## config.mk

```make
export PLATFORM = sky130hd
export DESIGN_NAME = text_console_cursor_engine_unit_flat
export DESIGN_NICKNAME = d
export VERILOG_FILES = /design/src/rtl/tcce_pkg.sv /design/src/rtl/tcce_if.sv /design/src/rtl/text_console_cursor_engine_unit.sv /design/src/flat_wrapper.sv
export SDC_FILE = /design/constraint.sdc
export NUM_CORES = 1
export LEC_CHECK = 0
export BUFFER_PORTS_ARGS = -buffer_cell sky130_fd_sc_hd__buf_2
export CORE_ASPECT_RATIO = 2
export CORE_MARGIN = 2
export CORE_UTILIZATION = 47
export CTS_CLUSTER_SIZE = 25
export DETAILED_ROUTE_END_ITERATION = 6
export GPL_TIMING_DRIVEN = 0
export PLACE_DENSITY = 0.76
export SYNTH_ARGS = -nofsm -noshare
export SYNTH_HDL_FRONTEND = slang
export SYNTH_SLANG_ARGS = --single-unit
```

## constraint.sdc

```tcl
create_clock -name clk -period 10 [get_ports clk]
set_input_delay 0 -clock clk [delete_from_list [all_inputs] [get_ports clk]]
set_output_delay 0 -clock clk [all_outputs]
set_load 0.02 [all_outputs]
```

## src/rtl/tcce_pkg.sv

```systemverilog
// Package for the text console cursor engine: constants, register codes
// and the result record type. No dependencies.
`timescale 1ns / 1ps

package tcce_pkg;

  // Character codes
  localparam logic [7:0] CHAR_TAB = 8'd9;
  localparam logic [7:0] CHAR_LF  = 8'd10;
  localparam logic [7:0] CHAR_CR  = 8'd13;

  // Register reset values and limits
  localparam logic [15:0] ATTR_RESET = 16'h1700;
  localparam logic [7:0]  COLS_RESET = 8'd80;
  localparam logic [5:0]  ROWS_RESET = 6'd25;
  localparam logic [7:0]  MAX_COLS   = 8'd128;
  localparam logic [5:0]  MAX_ROWS   = 6'd32;

  // Cell indices wrap at this count (power of two, 12-bit index)
  localparam int unsigned MAX_CELLS = 4096;

  // Configuration register indexes
  typedef enum logic [1:0] {
    REG_ATTRIBUTE = 2'd0,
    REG_COLUMNS   = 2'd1,
    REG_ROWS      = 2'd2
  } cfg_reg_t;

  // One result item
  typedef struct packed {
    logic        cell_write;
    logic [11:0] cell_address;
    logic [15:0] cell_value;
    logic        scroll_up;
    logic [11:0] cursor_position;
    logic [7:0]  serial_byte;
    logic        last_result;
  } result_t;

endpackage

```

## src/rtl/tcce_if.sv

```systemverilog
// Valid/ready channel interfaces for the text console cursor engine.
// Character input channel and result channel; no dependencies.
`timescale 1ns / 1ps

interface tcce_char_if;
  logic       valid;
  logic       ready;
  logic [7:0] char_byte;

  modport source (output valid, output char_byte, input ready);
  modport sink   (input valid, input char_byte, output ready);
endinterface

interface tcce_result_if;
  logic        valid;
  logic        ready;
  logic        cell_write;
  logic [11:0] cell_address;
  logic [15:0] cell_value;
  logic        scroll_up;
  logic [11:0] cursor_position;
  logic [7:0]  serial_byte;
  logic        last_result;

  modport source (output valid, output cell_write, output cell_address, output cell_value,
                  output scroll_up, output cursor_position, output serial_byte,
                  output last_result, input ready);
  modport sink   (input valid, input cell_write, input cell_address, input cell_value,
                  input scroll_up, input cursor_position, input serial_byte,
                  input last_result, output ready);
endinterface

```

## src/rtl/text_console_cursor_engine_unit.sv

```systemverilog
// Top level of the text console cursor engine: cursor update, cell write
// and scroll generation. Depends on tcce_pkg and the interfaces in tcce_if.
`timescale 1ns / 1ps
//
// Channel  Dir  Handshake        Payload
// -------  ---  ---------------  ------------------------------------------
// in_ch    in   valid/ready      char_byte[7:0]
// out_ch   out  valid/ready      cell_write, cell_address[11:0],
//                                cell_value[15:0], scroll_up,
//                                cursor_position[11:0], serial_byte[7:0],
//                                last_result
// cfg      in   cfg_we only      cfg_index[1:0], cfg_data[15:0]
//
// An item's result is registered into the output register at accept.
// Ordinary bytes and tabs give one result each; a newline gives two, since
// its line-feed result follows the carriage-return result out of the same
// output register. The cursor state updates at accept, so items stream back
// to back. Synchronous active-low reset clears cursor and valid flags and
// presets the configuration registers. in_ch.ready drops while the output
// register is full and not being taken, or while a line-feed result pends.

module text_console_cursor_engine_unit
  import tcce_pkg::*;
(
  input  logic          clk,
  input  logic          rst_n,
  tcce_char_if.sink     in_ch,
  tcce_result_if.source out_ch,
  input  logic          cfg_we,
  input  logic [1:0]    cfg_index,
  input  logic [15:0]   cfg_data
);

  // Configuration registers
  logic [15:0] attr_r;
  logic [7:0]  cols_r;
  logic [5:0]  rows_r;

  // Cursor state
  logic [7:0]  col_r;
  logic [5:0]  row_r;

  // Output stage
  result_t     out_r;
  logic        out_valid_r;
  logic        pend_r;      // line-feed result still to follow

  logic        in_accept;
  logic        out_take;

  // Datapath for the accepted item
  logic [7:0]  w_eff;
  logic [5:0]  h_eff;
  logic [8:0]  col_a;
  logic [6:0]  row_a;
  logic [8:0]  col_p8;
  logic        is_lf;
  logic        is_tab;
  logic        do_wr;
  logic        do_scr;
  logic [7:0]  col_nxt;
  logic [5:0]  row_nxt;
  logic [14:0] addr_sum;
  logic [14:0] cur_sum;
  result_t     res_nxt;

  assign out_take  = out_valid_r & out_ch.ready;
  assign in_ch.ready = (~out_valid_r | out_ch.ready) & ~pend_r;
  assign in_accept = in_ch.valid & in_ch.ready;

  // Clamp screen size to its legal range
  always_comb begin
    if (cols_r == 8'd0) begin
      w_eff = 8'd1;
    end else if (cols_r > MAX_COLS) begin
      w_eff = MAX_COLS;
    end else begin
      w_eff = cols_r;
    end
    if (rows_r == 6'd0) begin
      h_eff = 6'd1;
    end else if (rows_r > MAX_ROWS) begin
      h_eff = MAX_ROWS;
    end else begin
      h_eff = rows_r;
    end
  end

  // Cursor movement: character step, then row wrap, then bottom scroll
  always_comb begin
    is_lf  = (in_ch.char_byte == CHAR_LF);
    is_tab = (in_ch.char_byte == CHAR_TAB);
    do_wr  = 1'b0;
    do_scr = 1'b0;
    col_a  = {1'b0, col_r};
    row_a  = {1'b0, row_r};
    col_p8 = {1'b0, col_r} + 9'd8;   // col+1 rounded up to a tab stop
    priority if (is_lf) begin
      col_a = 9'd0;
      row_a = {1'b0, row_r} + 7'd1;
    end else if (is_tab) begin
      col_a = {col_p8[8:3], 3'b000};
    end else begin
      do_wr = 1'b1;
      col_a = {1'b0, col_r} + 9'd1;
    end
    if (col_a >= {1'b0, w_eff}) begin
      col_a = 9'd0;
      row_a = row_a + 7'd1;
    end
    if (row_a >= {1'b0, h_eff}) begin
      do_scr = 1'b1;
      col_a  = 9'd0;
      row_a  = {1'b0, h_eff - 6'd1};
    end
    col_nxt = col_a[7:0];
    row_nxt = row_a[5:0];
  end

  // Cell indices: row*width+column, taken modulo the cell count
  assign addr_sum = 15'(row_r) * 15'(w_eff) + 15'(col_r);
  assign cur_sum  = 15'(row_nxt) * 15'(w_eff) + 15'(col_nxt);

  always_comb begin
    res_nxt.cell_write      = do_wr;
    res_nxt.cell_address    = do_wr ? 12'(addr_sum % MAX_CELLS) : 12'd0;
    res_nxt.cell_value      = do_wr ? (attr_r | {8'd0, in_ch.char_byte}) : 16'd0;
    res_nxt.scroll_up       = do_scr;
    res_nxt.cursor_position = 12'(cur_sum % MAX_CELLS);
    res_nxt.serial_byte     = is_lf ? CHAR_CR : in_ch.char_byte;
    res_nxt.last_result     = ~is_lf;
  end

  // Configuration writes; indexes past the list are dropped
  always_ff @(posedge clk) begin
    if (!rst_n) begin
      attr_r <= ATTR_RESET;
      cols_r <= COLS_RESET;
      rows_r <= ROWS_RESET;
    end else if (cfg_we) begin
      unique case (cfg_reg_t'(cfg_index))
        REG_ATTRIBUTE: attr_r <= cfg_data;
        REG_COLUMNS:   cols_r <= cfg_data[7:0];
        REG_ROWS:      rows_r <= cfg_data[5:0];
        default:       ;
      endcase
    end
  end

  // Cursor and output control
  always_ff @(posedge clk) begin
    if (!rst_n) begin
      col_r       <= 8'd0;
      row_r       <= 6'd0;
      out_valid_r <= 1'b0;
      pend_r      <= 1'b0;
    end else if (in_accept) begin
      col_r       <= col_nxt;
      row_r       <= row_nxt;
      out_valid_r <= 1'b1;
      pend_r      <= is_lf;
    end else if (out_take) begin
      if (pend_r) begin
        pend_r <= 1'b0;
      end else begin
        out_valid_r <= 1'b0;
      end
    end
  end

  // Output payload; after the carriage return goes, the line feed follows
  // with the same cursor
  always_ff @(posedge clk) begin
    if (in_accept) begin
      out_r <= res_nxt;
    end else if (out_take && pend_r) begin
      out_r.serial_byte <= CHAR_LF;
      out_r.scroll_up   <= 1'b0;
      out_r.last_result <= 1'b1;
    end
  end

  assign out_ch.valid           = out_valid_r;
  assign out_ch.cell_write      = out_r.cell_write;
  assign out_ch.cell_address    = out_r.cell_address;
  assign out_ch.cell_value      = out_r.cell_value;
  assign out_ch.scroll_up       = out_r.scroll_up;
  assign out_ch.cursor_position = out_r.cursor_position;
  assign out_ch.serial_byte     = out_r.serial_byte;
  assign out_ch.last_result     = out_r.last_result;

endmodule
```

## src/flat_wrapper.sv

```systemverilog
// flat-port wrapper written by rule: the top's interface ports become plain ports
module text_console_cursor_engine_unit_flat import tcce_pkg::*;
  (clk, rst_n, cfg_we, cfg_index, cfg_data, in_ch_valid, in_ch_char_byte, in_ch_ready, out_ch_valid, out_ch_cell_write, out_ch_cell_address, out_ch_cell_value, out_ch_scroll_up, out_ch_cursor_position, out_ch_serial_byte, out_ch_last_result, out_ch_ready);
  tcce_char_if in_ch_i ();
  tcce_result_if out_ch_i ();
  input  logic clk;
  input  logic rst_n;
  input  logic cfg_we;
  input  logic [1:0] cfg_index;
  input  logic [15:0] cfg_data;
  input wire logic [$bits(in_ch_i.valid)-1:0] in_ch_valid;
  input wire logic [$bits(in_ch_i.char_byte)-1:0] in_ch_char_byte;
  output wire logic [$bits(in_ch_i.ready)-1:0] in_ch_ready;
  output wire logic [$bits(out_ch_i.valid)-1:0] out_ch_valid;
  output wire logic [$bits(out_ch_i.cell_write)-1:0] out_ch_cell_write;
  output wire logic [$bits(out_ch_i.cell_address)-1:0] out_ch_cell_address;
  output wire logic [$bits(out_ch_i.cell_value)-1:0] out_ch_cell_value;
  output wire logic [$bits(out_ch_i.scroll_up)-1:0] out_ch_scroll_up;
  output wire logic [$bits(out_ch_i.cursor_position)-1:0] out_ch_cursor_position;
  output wire logic [$bits(out_ch_i.serial_byte)-1:0] out_ch_serial_byte;
  output wire logic [$bits(out_ch_i.last_result)-1:0] out_ch_last_result;
  input wire logic [$bits(out_ch_i.ready)-1:0] out_ch_ready;
  assign in_ch_i.valid = in_ch_valid;
  assign in_ch_i.char_byte = in_ch_char_byte;
  assign in_ch_ready = in_ch_i.ready;
  assign out_ch_valid = out_ch_i.valid;
  assign out_ch_cell_write = out_ch_i.cell_write;
  assign out_ch_cell_address = out_ch_i.cell_address;
  assign out_ch_cell_value = out_ch_i.cell_value;
  assign out_ch_scroll_up = out_ch_i.scroll_up;
  assign out_ch_cursor_position = out_ch_i.cursor_position;
  assign out_ch_serial_byte = out_ch_i.serial_byte;
  assign out_ch_last_result = out_ch_i.last_result;
  assign out_ch_i.ready = out_ch_ready;
  text_console_cursor_engine_unit u_core (.clk(clk), .rst_n(rst_n), .in_ch(in_ch_i), .out_ch(out_ch_i), .cfg_we(cfg_we), .cfg_index(cfg_index), .cfg_data(cfg_data));
endmodule
```

==> results of run 1 <==
## synthesized netlist by cell type (all sizes together), types with 3 or more instances
cell,number
o31ai,5
nor2,95
nand3b,4
inv,92
or2,8
o21bai,5
nand3,15
o21a,3
a31oi,4
nor3b,3
nor3,9
edfxtp,51
xnor2,29
nand2,117
fa,58
and2,32
a21o,6
and3,9
buf,7
a21oi,46
xor2,14
nor2b,9
mux2i,15
nor4,3
dfxtp,46
nand4,3
o21ai,15
or3,5
clkbuf,27
nand2b,11
ha,69
## state kept, by name, summed over array words and instances (netlist names)
signal	count
u_core.attr_r	16
u_core.out_ch.last_result	1
u_core.out_ch.cell_address	12
u_core.out_ch.valid	1
u_core.out_ch.cursor_position	12
u_core.col_r	8
u_core.pend_r	1
u_core.out_ch.cell_write	1
u_core.out_ch.serial_byte	8
u_core.out_ch.cell_value	16
u_core.out_ch.scroll_up	1
u_core.row_r	6
u_core.cols_r	8
u_core.rows_r	6
## worst max-delay path by stage
| stage | endpoint | cells after the start | startpoint |
|---|---|---|---|
| finish | u_core.out_ch.cursor_position[11] | 37 | in_ch_char_byte[7] |
| global route | u_core.out_ch.cursor_position[11] | 37 | in_ch_char_byte[7] |
| CTS | u_core.out_ch.cursor_position[11] | 36 | in_ch_char_byte[7] |
| detailed placement | u_core.out_ch.cursor_position[11] | 36 | in_ch_char_byte[7] |
| global placement | u_core.out_ch.cursor_position[11] | 36 | in_ch_char_byte[7] |
| floorplan | u_core.out_ch.cursor_position[11] | 35 | in_ch_char_byte[7] |
## kinds of logic after synthesis
| family | after synthesis | share of synthesized area [%] |
|---|---|---|
| AND/OR/NAND/NOR | 327 | 19.9 |
| adder cells (fa/ha/maj) | 127 | 26.1 |
| buffers and inverters | 126 | 6.23 |
| AO/OA/AOI/OAI | 101 | 9.27 |
| flip-flops | 97 | 31.6 |
| XOR/XNOR | 43 | 4.85 |
| multiplexers | 16 | 2.13 |
## final cells by class
| type | count | area [um^2] |
|---|---|---|
| repair buffers | 108 | 663 |
| flip-flops and latches | 97 | 2450 |
| fillers | 1423 | 7260 |
| clock buffers | 10 | 229 |
| multi-input cells | 614 | 4860 |
| inverters | 92 | 345 |
| clock inverters | 6 | 62.6 |
| well taps | 204 | 255 |
| plain buffers | 34 | 143 |
## power breakdown
part / leakage [nW] / switching (W) / internal [W]
combinational: 3.28 / 0.000113 / 0.0000662
sequential: 0.867 / 0.00000827 / 0.000442
clock: 0.136 / 0.000177 / 0.000176
## metrics by stage
stage | cell area, um^2 | total power (W) | util [%] | hold WS [ps] | setup WS, ps
after global placement | 8440 | 0.000626 | 51.9 | 221 | -866
after global routing | 9010 | 0.00102 | 55.4 | 17.4 | -5.89
after CTS | 8950 | 0.000980 | 55.0 | 6.25 | 47.8
final | 9010 | 0.000983 | 55.4 | 7.65 | 530
after detailed placement | 8460 | 0.000630 | 52.0 | 218 | -930
after floorplan | 7770 | 0.000573 | - | 124 | 1090
## repair_timing
| action | in CTS | in global routing |
|---|---|---|
| resized for setup | 3 | 5 |
| hold buffers | 19 | 0 |
| hold endpoints to repair | 36 | 0 |
| setup endpoints to repair | 2 | 3 |
| buffers inserted | 0 | 5 |
| pin swaps | 0 | 1 |
## routing by layer
metal,track usage [%],routed length [um]
met2,44.0,10800
met5,0,0
met4,14.6,1050
met3,2.96,818
met1,21.7,6510
## critical path: cells and delay by family
kind            cells  cell delay [ps]
simple gates        6             1750
fa+ha+maj           7             2990
xor+xnor            3              450
compound gates     13             3320
buf+inv             8             1030
==> results.md, run 1 <==
- Initial DRT Pass Iterations: 5
- Post-synth EDFFs: 51
- #FFs+latches synth: 97
- CP Max Fanout: 10
- Worst hold start: in_ch_char_byte[3]
- Synth warn: 0
- R2R Setup Slk: 590 ps
- Placed insts: 1125
- CP dominant cell by count: inv_1
- Worst Setup Start Kind: primary input
- Core Area: 16300 um^2
- Diodes inserted: 0
- Via/cell ratio: 5.38
- Worst path slowest cell: or4_4
- Vias in the first global route: 6538
- Period utilisation layout: 94.7%
- Status: complete, no violations
- CTS tree: yes
- DIE HEIGHT: 186 um
- Final Max Slew Viols: 0
- Layout cells sized above 1: 15.1%
- Most frequent cells in the layout: 117 x nand2_1, 95 x nor2_1, 92 x inv_1
- Yosys cell types: 64
- Ys flop type: edfxtp_1
- Full die area: 17600 um^2
- GRT overflow: 0
- P_leak: 4.29 nW
- DRC violations left: 0
- GRT Util Overall: 22.8%
- Mapped Cells: 837
- Skew-Pair Late Insertion Delay: 370 ps
- DRT Wirelength: 19200 um
- Worst-Margin Slew: 944 ps
- TritonCTS Buffers: 9
- Synthesized area: 7770 um^2
- Via count: 6268
- First-pass GRT wire length: 30700 um
- Floorplan die width: 94.9 um
- Reg-to-Reg End: u_core.out_ch.cursor_position[11]
- Hold endpoint: u_core.out_ch.serial_byte[3]
- Ys async rst share: 0%
- Global placer's final weighted congestion: 0.909
- Final Hold Viols: 0
- Cell Count, Final, Fillers Out: 1165
- Area share of the largest cell type after synthesis: 19.7%
- Slew headroom: 37.0%
- Initial antenna violation count: 0
- Setup violators final: 0
- P per Cell Area: 109 nW/um^2
- Area grow syn2layout: 16.0%
- Clock Sinks: 97
- Nets: 1114
- FP Rows: 66
- Hold path cells: 2
- 1st-iter DRT viols: 438
- Cell taking the most area after synthesis: edfxtp_1
- I/O Pins: 84
- I/O Buffers: 83
- Setup TNS: 0 ps
- Synth area leaders: edfxtp_1 20%, fa_1 15%, dfxtp_1 12%
- Max-cap violations: 0
- Worst EP required: 10120 ps
- Antenna Violating Nets Remaining: 0
- H-Tree Level Count: 3
- Fmax achieved: 106 MHz
- Origin of the critical flop-to-flop path: u_core.cols_r[7]
- CP Capture Type: flop
- Leading cell type in the layout, fill and taps excluded: nand2_1
- Hold Crit Class: in -> reg
- Final Critical Period: 9470 ps
- DP Wirelength: 14800 um
- Syn Nets: 995
- Setup Skew: 11.7 ps
- Arrival time at the worst endpoint: 9590 ps
- Clock transition at path regs: 70 ps
- Register area share after synthesis: 31.6%
- Avg Inst Size Synth: 9.28 um^2
- Root Buffer: clkbuf_16
- VDD IR-drop max: 0.0000598 V
- R2R depth: 34
- CTS max path bufs: 2
- Drt wl/cell: 16.5 um
- Largest net degree at the start of global routing: 39
- Crit-path max cell delay: 580 ps
- Critical setup path kind: in -> reg
- Starting Density: 47.8%
No activity file was read; power rests on OpenSTA's default activity.
==> inputs of run 2 (changes only) <==
CORE_UTILIZATION = 60   (was 47)
PLACE_DENSITY = 0.91   (was 0.76)
==> results.md, run 2 (synthesized netlist as in run 1, its figures left out) <==
- Status: complete, no violations (unchanged)
- Max-cap violations: 0 (unchanged)
- FP Rows: 58 (was 66)
- Clock Power Share: 36.1% (was 35.9%)
- Beginning of the critical path: u_core.cols_r[7] (was in_ch_char_byte[7])
- Clock Sinks: 97 (unchanged)
- Final Hold Viols: 0 (unchanged)
- Starting Density: 61.5% (was 47.8%)
- Sw frac: 30.5% (was 30.4%)
- Period utilisation layout: 93.9% (was 94.7%)
- I/O Buffers: 83 (unchanged)
- CP dominant cell by count: inv_1 (unchanged)
- Leading cell type in the layout, fill and taps excluded: nand2_1 (unchanged)
- Pre-CTS WS: -819 ps (was -930 ps)
- First-pass GRT wire length: 31600 um (was 30700 um)
- Fmax achieved: 106 MHz (about the same)
- Via/cell ratio: 5.91 (was 5.38)
- 1st-iter DRT viols: 538 (was 438)
- Layout cells sized above 1: 14.7% (was 15.1%)
- Via count: 6534 (was 6268)
- Clock transition at path regs: 80 ps (was 70 ps)
- TritonCTS Buffers: 9 (unchanged)
- Setup Skew: 12.0 ps (was 11.7 ps)
- P_leak: 4.28 nW (was 4.29 nW)
- DRT Wirelength: 19600 um (was 19200 um)
- Global placer's final weighted congestion: 0.974 (was 0.909)
- Root Buffer: clkbuf_16 (unchanged)
- Initial antenna violation count: 0 (unchanged)
- Comb pwr share: 18.3% (about the same)
- Final Critical Period: 9390 ps (was 9470 ps)
- Drt wl/cell: 17.7 um (was 16.5 um)
- RSZ-0062 raised after global routing: no
- DP Wirelength: 14700 um (was 14800 um)
- Placed insts: 1071 (was 1125)
- VDD IR-drop max: 0.000126 V (was 0.0000598 V)
- Critical setup path kind: reg -> reg (was in -> reg)
- Most frequent cells in the layout: 117 x nand2_1, 95 x nor2_1, 92 x inv_1 (unchanged)
- Full die area: 13900 um^2 (was 17600 um^2)
- DIE HEIGHT: 165 um (was 186 um)
- Origin of the critical flop-to-flop path: u_core.cols_r[7] (unchanged)
- CP Max Fanout: 10 (unchanged)
- H-Tree Level Count: 3 (unchanged)
- Worst path slowest cell: nor2b_1 (was or4_4)
- Setup violators final: 0 (unchanged)
- Skew-Pair Late Insertion Delay: 360 ps (was 370 ps)
- I/O Pins: 84 (unchanged)
- Antenna Violating Nets Remaining: 0 (unchanged)
- Arrival time at the worst endpoint: 9510 ps (was 9590 ps)
- Worst EP required: 10120 ps (about the same)
- Slew headroom: 36.0% (was 37.0%)
- P per Cell Area: 111 nW/um^2 (was 109 nW/um^2)
- Switching power: 0.000302 W (was 0.000299 W)
- Cell Count, Final, Fillers Out: 1106 (was 1165)
- Worst Setup Start Kind: flop (was primary input)
- CTS tree: yes (unchanged)
- Final worst setup slack: 609 ps (was 530 ps)
- GRT Util Overall: 28.9% (was 22.8%)
- CP Capture Type: flop (unchanged)
- Internal power: 0.000687 W (was 0.000684 W)
- Worst hold start: in_ch_valid (was in_ch_char_byte[3])
- Initial DRT Pass Iterations: 6 (was 5)
- R2R Setup Slk: 610 ps (was 590 ps)
- # fillers: 892 (was 1423)
- Area grow syn2layout: 14.8% (was 16.0%)
- Worst-Margin Slew: 960 ps (was 944 ps)
- GRT overflow: 0 (unchanged)
- Final Max Slew Viols: 0 (unchanged)
- Crit-path max cell delay: 690 ps (was 580 ps)
- DRC violations left: 0 (unchanged)
- Post-route cell area: 8920 um^2 (was 9010 um^2)
- Diodes inserted: 0 (unchanged)
- CTS max path bufs: 2 (unchanged)
- Largest net degree at the start of global routing: 41 (was 39)
- Hold Crit Class: in -> reg (unchanged)
- Floorplan die width: 84.5 um (was 94.9 um)
- Nets: 1109 (was 1114)
- Flop pwr share: 45.6% (was 45.9%)
- Placed cell area: 8400 um^2 (was 8460 um^2)
- Core Area: 12600 um^2 (was 16300 um^2)
- Vias in the first global route: 6752 (was 6538)
## run 2: through the flow
step                utilization, %  TNS [ps]  hold WS, ps  total power, W
floorplan                        -         0          124        0.000573
global placement              66.3     -1210          217        0.000623
detailed placement            66.5     -1460          212        0.000630
CTS                           70.4         0        0.503        0.000988
global route                  70.6         0         20.8         0.00103
finish                        70.6         0         4.23        0.000989
## run 2: repair_timing
action	4_1_cts	5_1_grt
hold buffers	18	0
resized for setup	3	2
hold endpoints to repair	34	0
pin swaps	0	1
setup buffers	0	2
endpoints found under the setup margin	2	2
## run 2: metal layers
metal / part of all wire [%] / vias to the layer above / track usage, %
met2: 54 / 303 / 54.9
met3: 5.1 / 99 / 3.15
met4: 7.3 / 0 / 19.9
met1: 34 / 3151 / 28.7
li1: - / 2981 / -
met5: 0 / - / 0
## run 2: area by class of cell
cell class	instances	area, um^2	share of cell area (%)
multi-input combinational	614	4860	54.5
clock buffer	9	225	2.53
clock inverter	7	81.3	0.912
inverter	92	345	3.87
timing repair buffer	104	631	7.07
sequential	97	2450	27.5
tap	150	188	2.10
buffer	33	138	1.54
## run 2: worst paths after layout
path                                       endpoint  cells past startpoint
setup / recovery  u_core.out_ch.cursor_position[11]                     33
hold / removal                  u_core.out_ch.valid                      3
setup reg to reg  u_core.out_ch.cursor_position[11]                     33
hold reg to reg                   u_core.attr_r[15]                      2
## run 2: power by group through the flow
stage               clock [W]  sequential [W]  combinational, W
finish               0.000357        0.000451          0.000181
global placement            0        0.000460          0.000163
global route         0.000373        0.000453          0.000199
detailed placement          0        0.000459          0.000171
CTS                  0.000358        0.000451          0.000178
floorplan                   0        0.000478         0.0000953
## run 2: critical path: cells and delay by family (launching register included)
family / cells / cell delay [ps]
AND/OR/NAND/NOR: 4 / 1210
adder cells (fa/ha/maj): 7 / 3130
XOR/XNOR: 3 / 590
flip-flops: 1 / 340
buffers and inverters: 7 / 940
AO/OA/AOI/OAI: 12 / 2920
==> inputs of run 3 (changes only) <==
ABC_AREA = 1   (was not set)
SETUP_SLACK_MARGIN = 0.4   (was not set)
==> results.md, run 3 <==
- Crit-path max cell delay: 550 ps (was 690 ps)
- Critical setup path kind: reg -> reg (unchanged)
- Sw frac: 41.7% (was 30.5%)
- Clock Power Share: 23.5% (was 36.1%)
- Global placer's final weighted congestion: 1.00 (was 0.974)
- Cell taking the most area after synthesis: edfxtp_1 (unchanged)
- CP Max Fanout: 10 (unchanged)
- DRT Wirelength: 22100 um (was 19600 um)
- Root Buffer: clkbuf_16 (unchanged)
- Postcts setup bufs: 0 (unchanged)
- Worst Setup Start Kind: flop (unchanged)
- Ys async rst share: 0% (unchanged)
- 1st-iter DRT viols: 712 (was 538)
- Final Util: 70.9% (was 70.6%)
- FP Rows: 58 (unchanged)
- Ys flop type: edfxtp_1 (unchanged)
- Count leader, synth: inv_1 (was nand2_1)
- Final Max Slew Viols: 0 (unchanged)
- Avg Inst Size Synth: 8.24 um^2 (was 9.28 um^2)
- Commonest cells in the netlist: 169 x inv_1, 166 x nand2_1, 124 x nor2_1 (was 117 x nand2_1, 95 x nor2_1, 92 x inv_1)
- I/O Pins: 84 (unchanged)
- Crit path to: u_core.out_ch.cursor_position[11] (unchanged)
- TritonCTS Buffers: 9 (unchanged)
- Core Area: 12600 um^2 (unchanged)
- Max-cap violations: 0 (unchanged)
- Area grow syn2layout: 15.0% (was 14.8%)
- RSZ-0062 raised after global routing: no (unchanged)
- P per Cell Area: 176 nW/um^2 (was 111 nW/um^2)
- Initial DRT Pass Iterations: 7 (was 6)
- Nets: 1221 (was 1109)
- Flop pwr share: 32.2% (was 45.6%)
- Worst-Margin Slew: 805 ps (was 960 ps)
- Setup Skew: 15.9 ps (was 12.0 ps)
- Full die area: 14000 um^2 (was 13900 um^2)
- Origin of the critical flop-to-flop path: u_core.cols_r[7] (unchanged)
- Pwr Total: 0.00157 W (was 0.000989 W)
- Leading cell type in the layout, fill and taps excluded: inv_1 (was nand2_1)
- CP Capture Type: flop (unchanged)
- Starting Density: 61.7% (was 61.5%)
- Antenna Violating Nets Remaining: 0 (unchanged)
- R2R depth: 44 (was 33)
- DRC violations left: 5 (was 0)
- Internal power: 0.000918 W (was 0.000687 W)
- First-pass GRT wire length: 35100 um (was 31600 um)
- Synthesized area: 7790 um^2 (was 7770 um^2)
- Synth warn: 0 (unchanged)
- Final worst setup slack: 786 ps (was 609 ps)
- Setup TNS: 0 ps (unchanged)
- Status: finished with violations (was complete, no violations)
- Arrival time at the worst endpoint: 9310 ps (was 9510 ps)
- I/O Buffers: 83 (unchanged)
- Period utilisation layout: 92.1% (was 93.9%)
- Floorplan die width: 84.6 um (was 84.5 um)
- Switching power: 0.000657 W (was 0.000302 W)
- H-Tree Level Count: 3 (unchanged)
- Vias in the first global route: 7332 (was 6752)
- Hold Crit Class: in -> reg (unchanged)
- Via/cell ratio: 5.78 (was 5.91)
- Clock Sinks: 97 (unchanged)
- Diodes inserted: 0 (unchanged)
- Failing checks: design-rule violations
- R2R Setup Slk: 790 ps (was 610 ps)
- Setup violators final: 0 (unchanged)
- Most frequent cells in the layout: 169 x inv_1, 166 x nand2_1, 124 x nor2_1 (was 117 x nand2_1, 95 x nor2_1, 92 x inv_1)
- Beginning of the critical path: u_core.cols_r[7] (unchanged)
- # fillers: 916 (was 892)
- CP dominant cell by count: nand2_1 (was inv_1)
- DIE HEIGHT: 165 um (about the same)
- Layout cells sized above 1: 14.0% (was 14.7%)
- Reg-to-Reg End: u_core.out_ch.cursor_position[11] (unchanged)
- Worst path slowest cell: fa_1 (was nor2b_1)
- GRT overflow: 0 (unchanged)
- Skew-Pair Late Insertion Delay: 370 ps (was 360 ps)
- Worst EP required: 10090 ps (was 10120 ps)
- WHS: 8.68 ps (was 4.23 ps)
- CTS tree: yes (unchanged)
- Synth area leaders: edfxtp_1 20%, fa_1 15%, dfxtp_1 12% (unchanged)
- Clock transition at path regs: 80 ps (about the same)
- Mapped Cells: 945 (was 837)
- CTS max path bufs: 2 (unchanged)
- Post-synth EDFFs: 51 (unchanged)
- Yosys cell types: 40 (was 64)
- GRT Util Overall: 32.8% (was 28.9%)
- Comb pwr share: 44.4% (was 18.3%)
- P_leak: 4.63 nW (was 4.28 nW)
- Register area share after synthesis: 31.5% (was 31.6%)
- VDD IR-drop max: 0.000164 V (was 0.000126 V)
- Initial antenna violation count: 0 (unchanged)
- Fmax achieved: 109 MHz (was 106 MHz)
- Area share of the largest cell type after synthesis: 19.7% (about the same)
- Via count: 7046 (was 6534)
- Syn Nets: 1103 (was 995)
- Drt wl/cell: 18.2 um (was 17.7 um)
- Final Critical Period: 9210 ps (was 9390 ps)
- Slew headroom: 46.3% (was 36.0%)
- Pre-CTS WS: 1130 ps (was -819 ps)
- DP Wirelength: 16000 um (was 14700 um)
- #FFs+latches synth: 97 (unchanged)
- Final Hold Viols: 0 (unchanged)
- Largest net degree at the start of global routing: 34 (was 41)
## run 3: layer usage
metal / track usage (%) / routed length, um
met1: 31.2 / 6850
met2: 60.0 / 11800
met3: 4.97 / 1460
met4: 28.2 / 2070
met5: 0 / 0
## run 3: power groups by stage
stage / combinational (W) / clock, W / sequential, W
detailed placement: 0.000669 / 0 / 0.000514
global placement: 0.000641 / 0 / 0.000514
floorplan: 0.000451 / 0 / 0.000560
CTS: 0.000688 / 0.000365 / 0.000505
finish: 0.000699 / 0.000369 / 0.000506
global route: 0.000780 / 0.000377 / 0.000510
## run 3: metrics by stage
stage          area (um^2)  std cells
2_1_floorplan         7790        945
3_3_place_gp          8390       1178
3_5_place_dp          8410       1179
4_1_cts               8960       1218
5_1_grt               8960       1218
6_report              8960       1218
## run 3: logic make-up after synthesis
family / share of synthesized area, %
AND/OR/NAND/NOR: 19.5
buffers and inverters: 10.7
AO/OA/AOI/OAI: 9.32
adder cells (fa/ha/maj): 26.0
flip-flops: 31.5
XOR/XNOR: 2.92
## run 3: critical path: cells and delay by family (launching register included)
family / cells / cell delay [ps]
adder cells (fa/ha/maj): 7 / 3170
AND/OR/NAND/NOR: 22 / 2480
buffers and inverters: 10 / 1630
AO/OA/AOI/OAI: 4 / 1050
flip-flops: 1 / 310
XOR/XNOR: 1 / 290
## run 3: worst min path at each step
stage | from | endpoint | depth (start not counted)
6_report | in_ch_char_byte[2] | u_core.out_ch.cell_value[2] | 3
4_1_cts | in_ch_char_byte[2] | u_core.out_ch.cell_value[2] | 3
3_5_place_dp | cfg_data[10] | u_core.attr_r[10] | 3
5_1_grt | in_ch_char_byte[2] | u_core.out_ch.cell_value[2] | 3
2_1_floorplan | cfg_data[4] | u_core.rows_r[4] | 2
3_3_place_gp | cfg_data[8] | u_core.attr_r[8] | 3
## run 3: area by class of cell
type / instances / area [um^2] / area share (%)
tap: 150 / 188 / 2.10
timing repair buffer: 107 / 666 / 7.43
multi-input combinational: 644 / 4500 / 50.2
clock inverter: 7 / 91.3 / 1.02
clock buffer: 9 / 225 / 2.51
inverter: 182 / 686 / 7.65
sequential: 97 / 2450 / 27.4
buffer: 22 / 150 / 1.68
## run 3: what timing repair did
item	CTS	global route
resized for setup	0	0
endpoints found under the setup margin	0	0
hold buffers	23	0
hold endpoints to repair	38	0
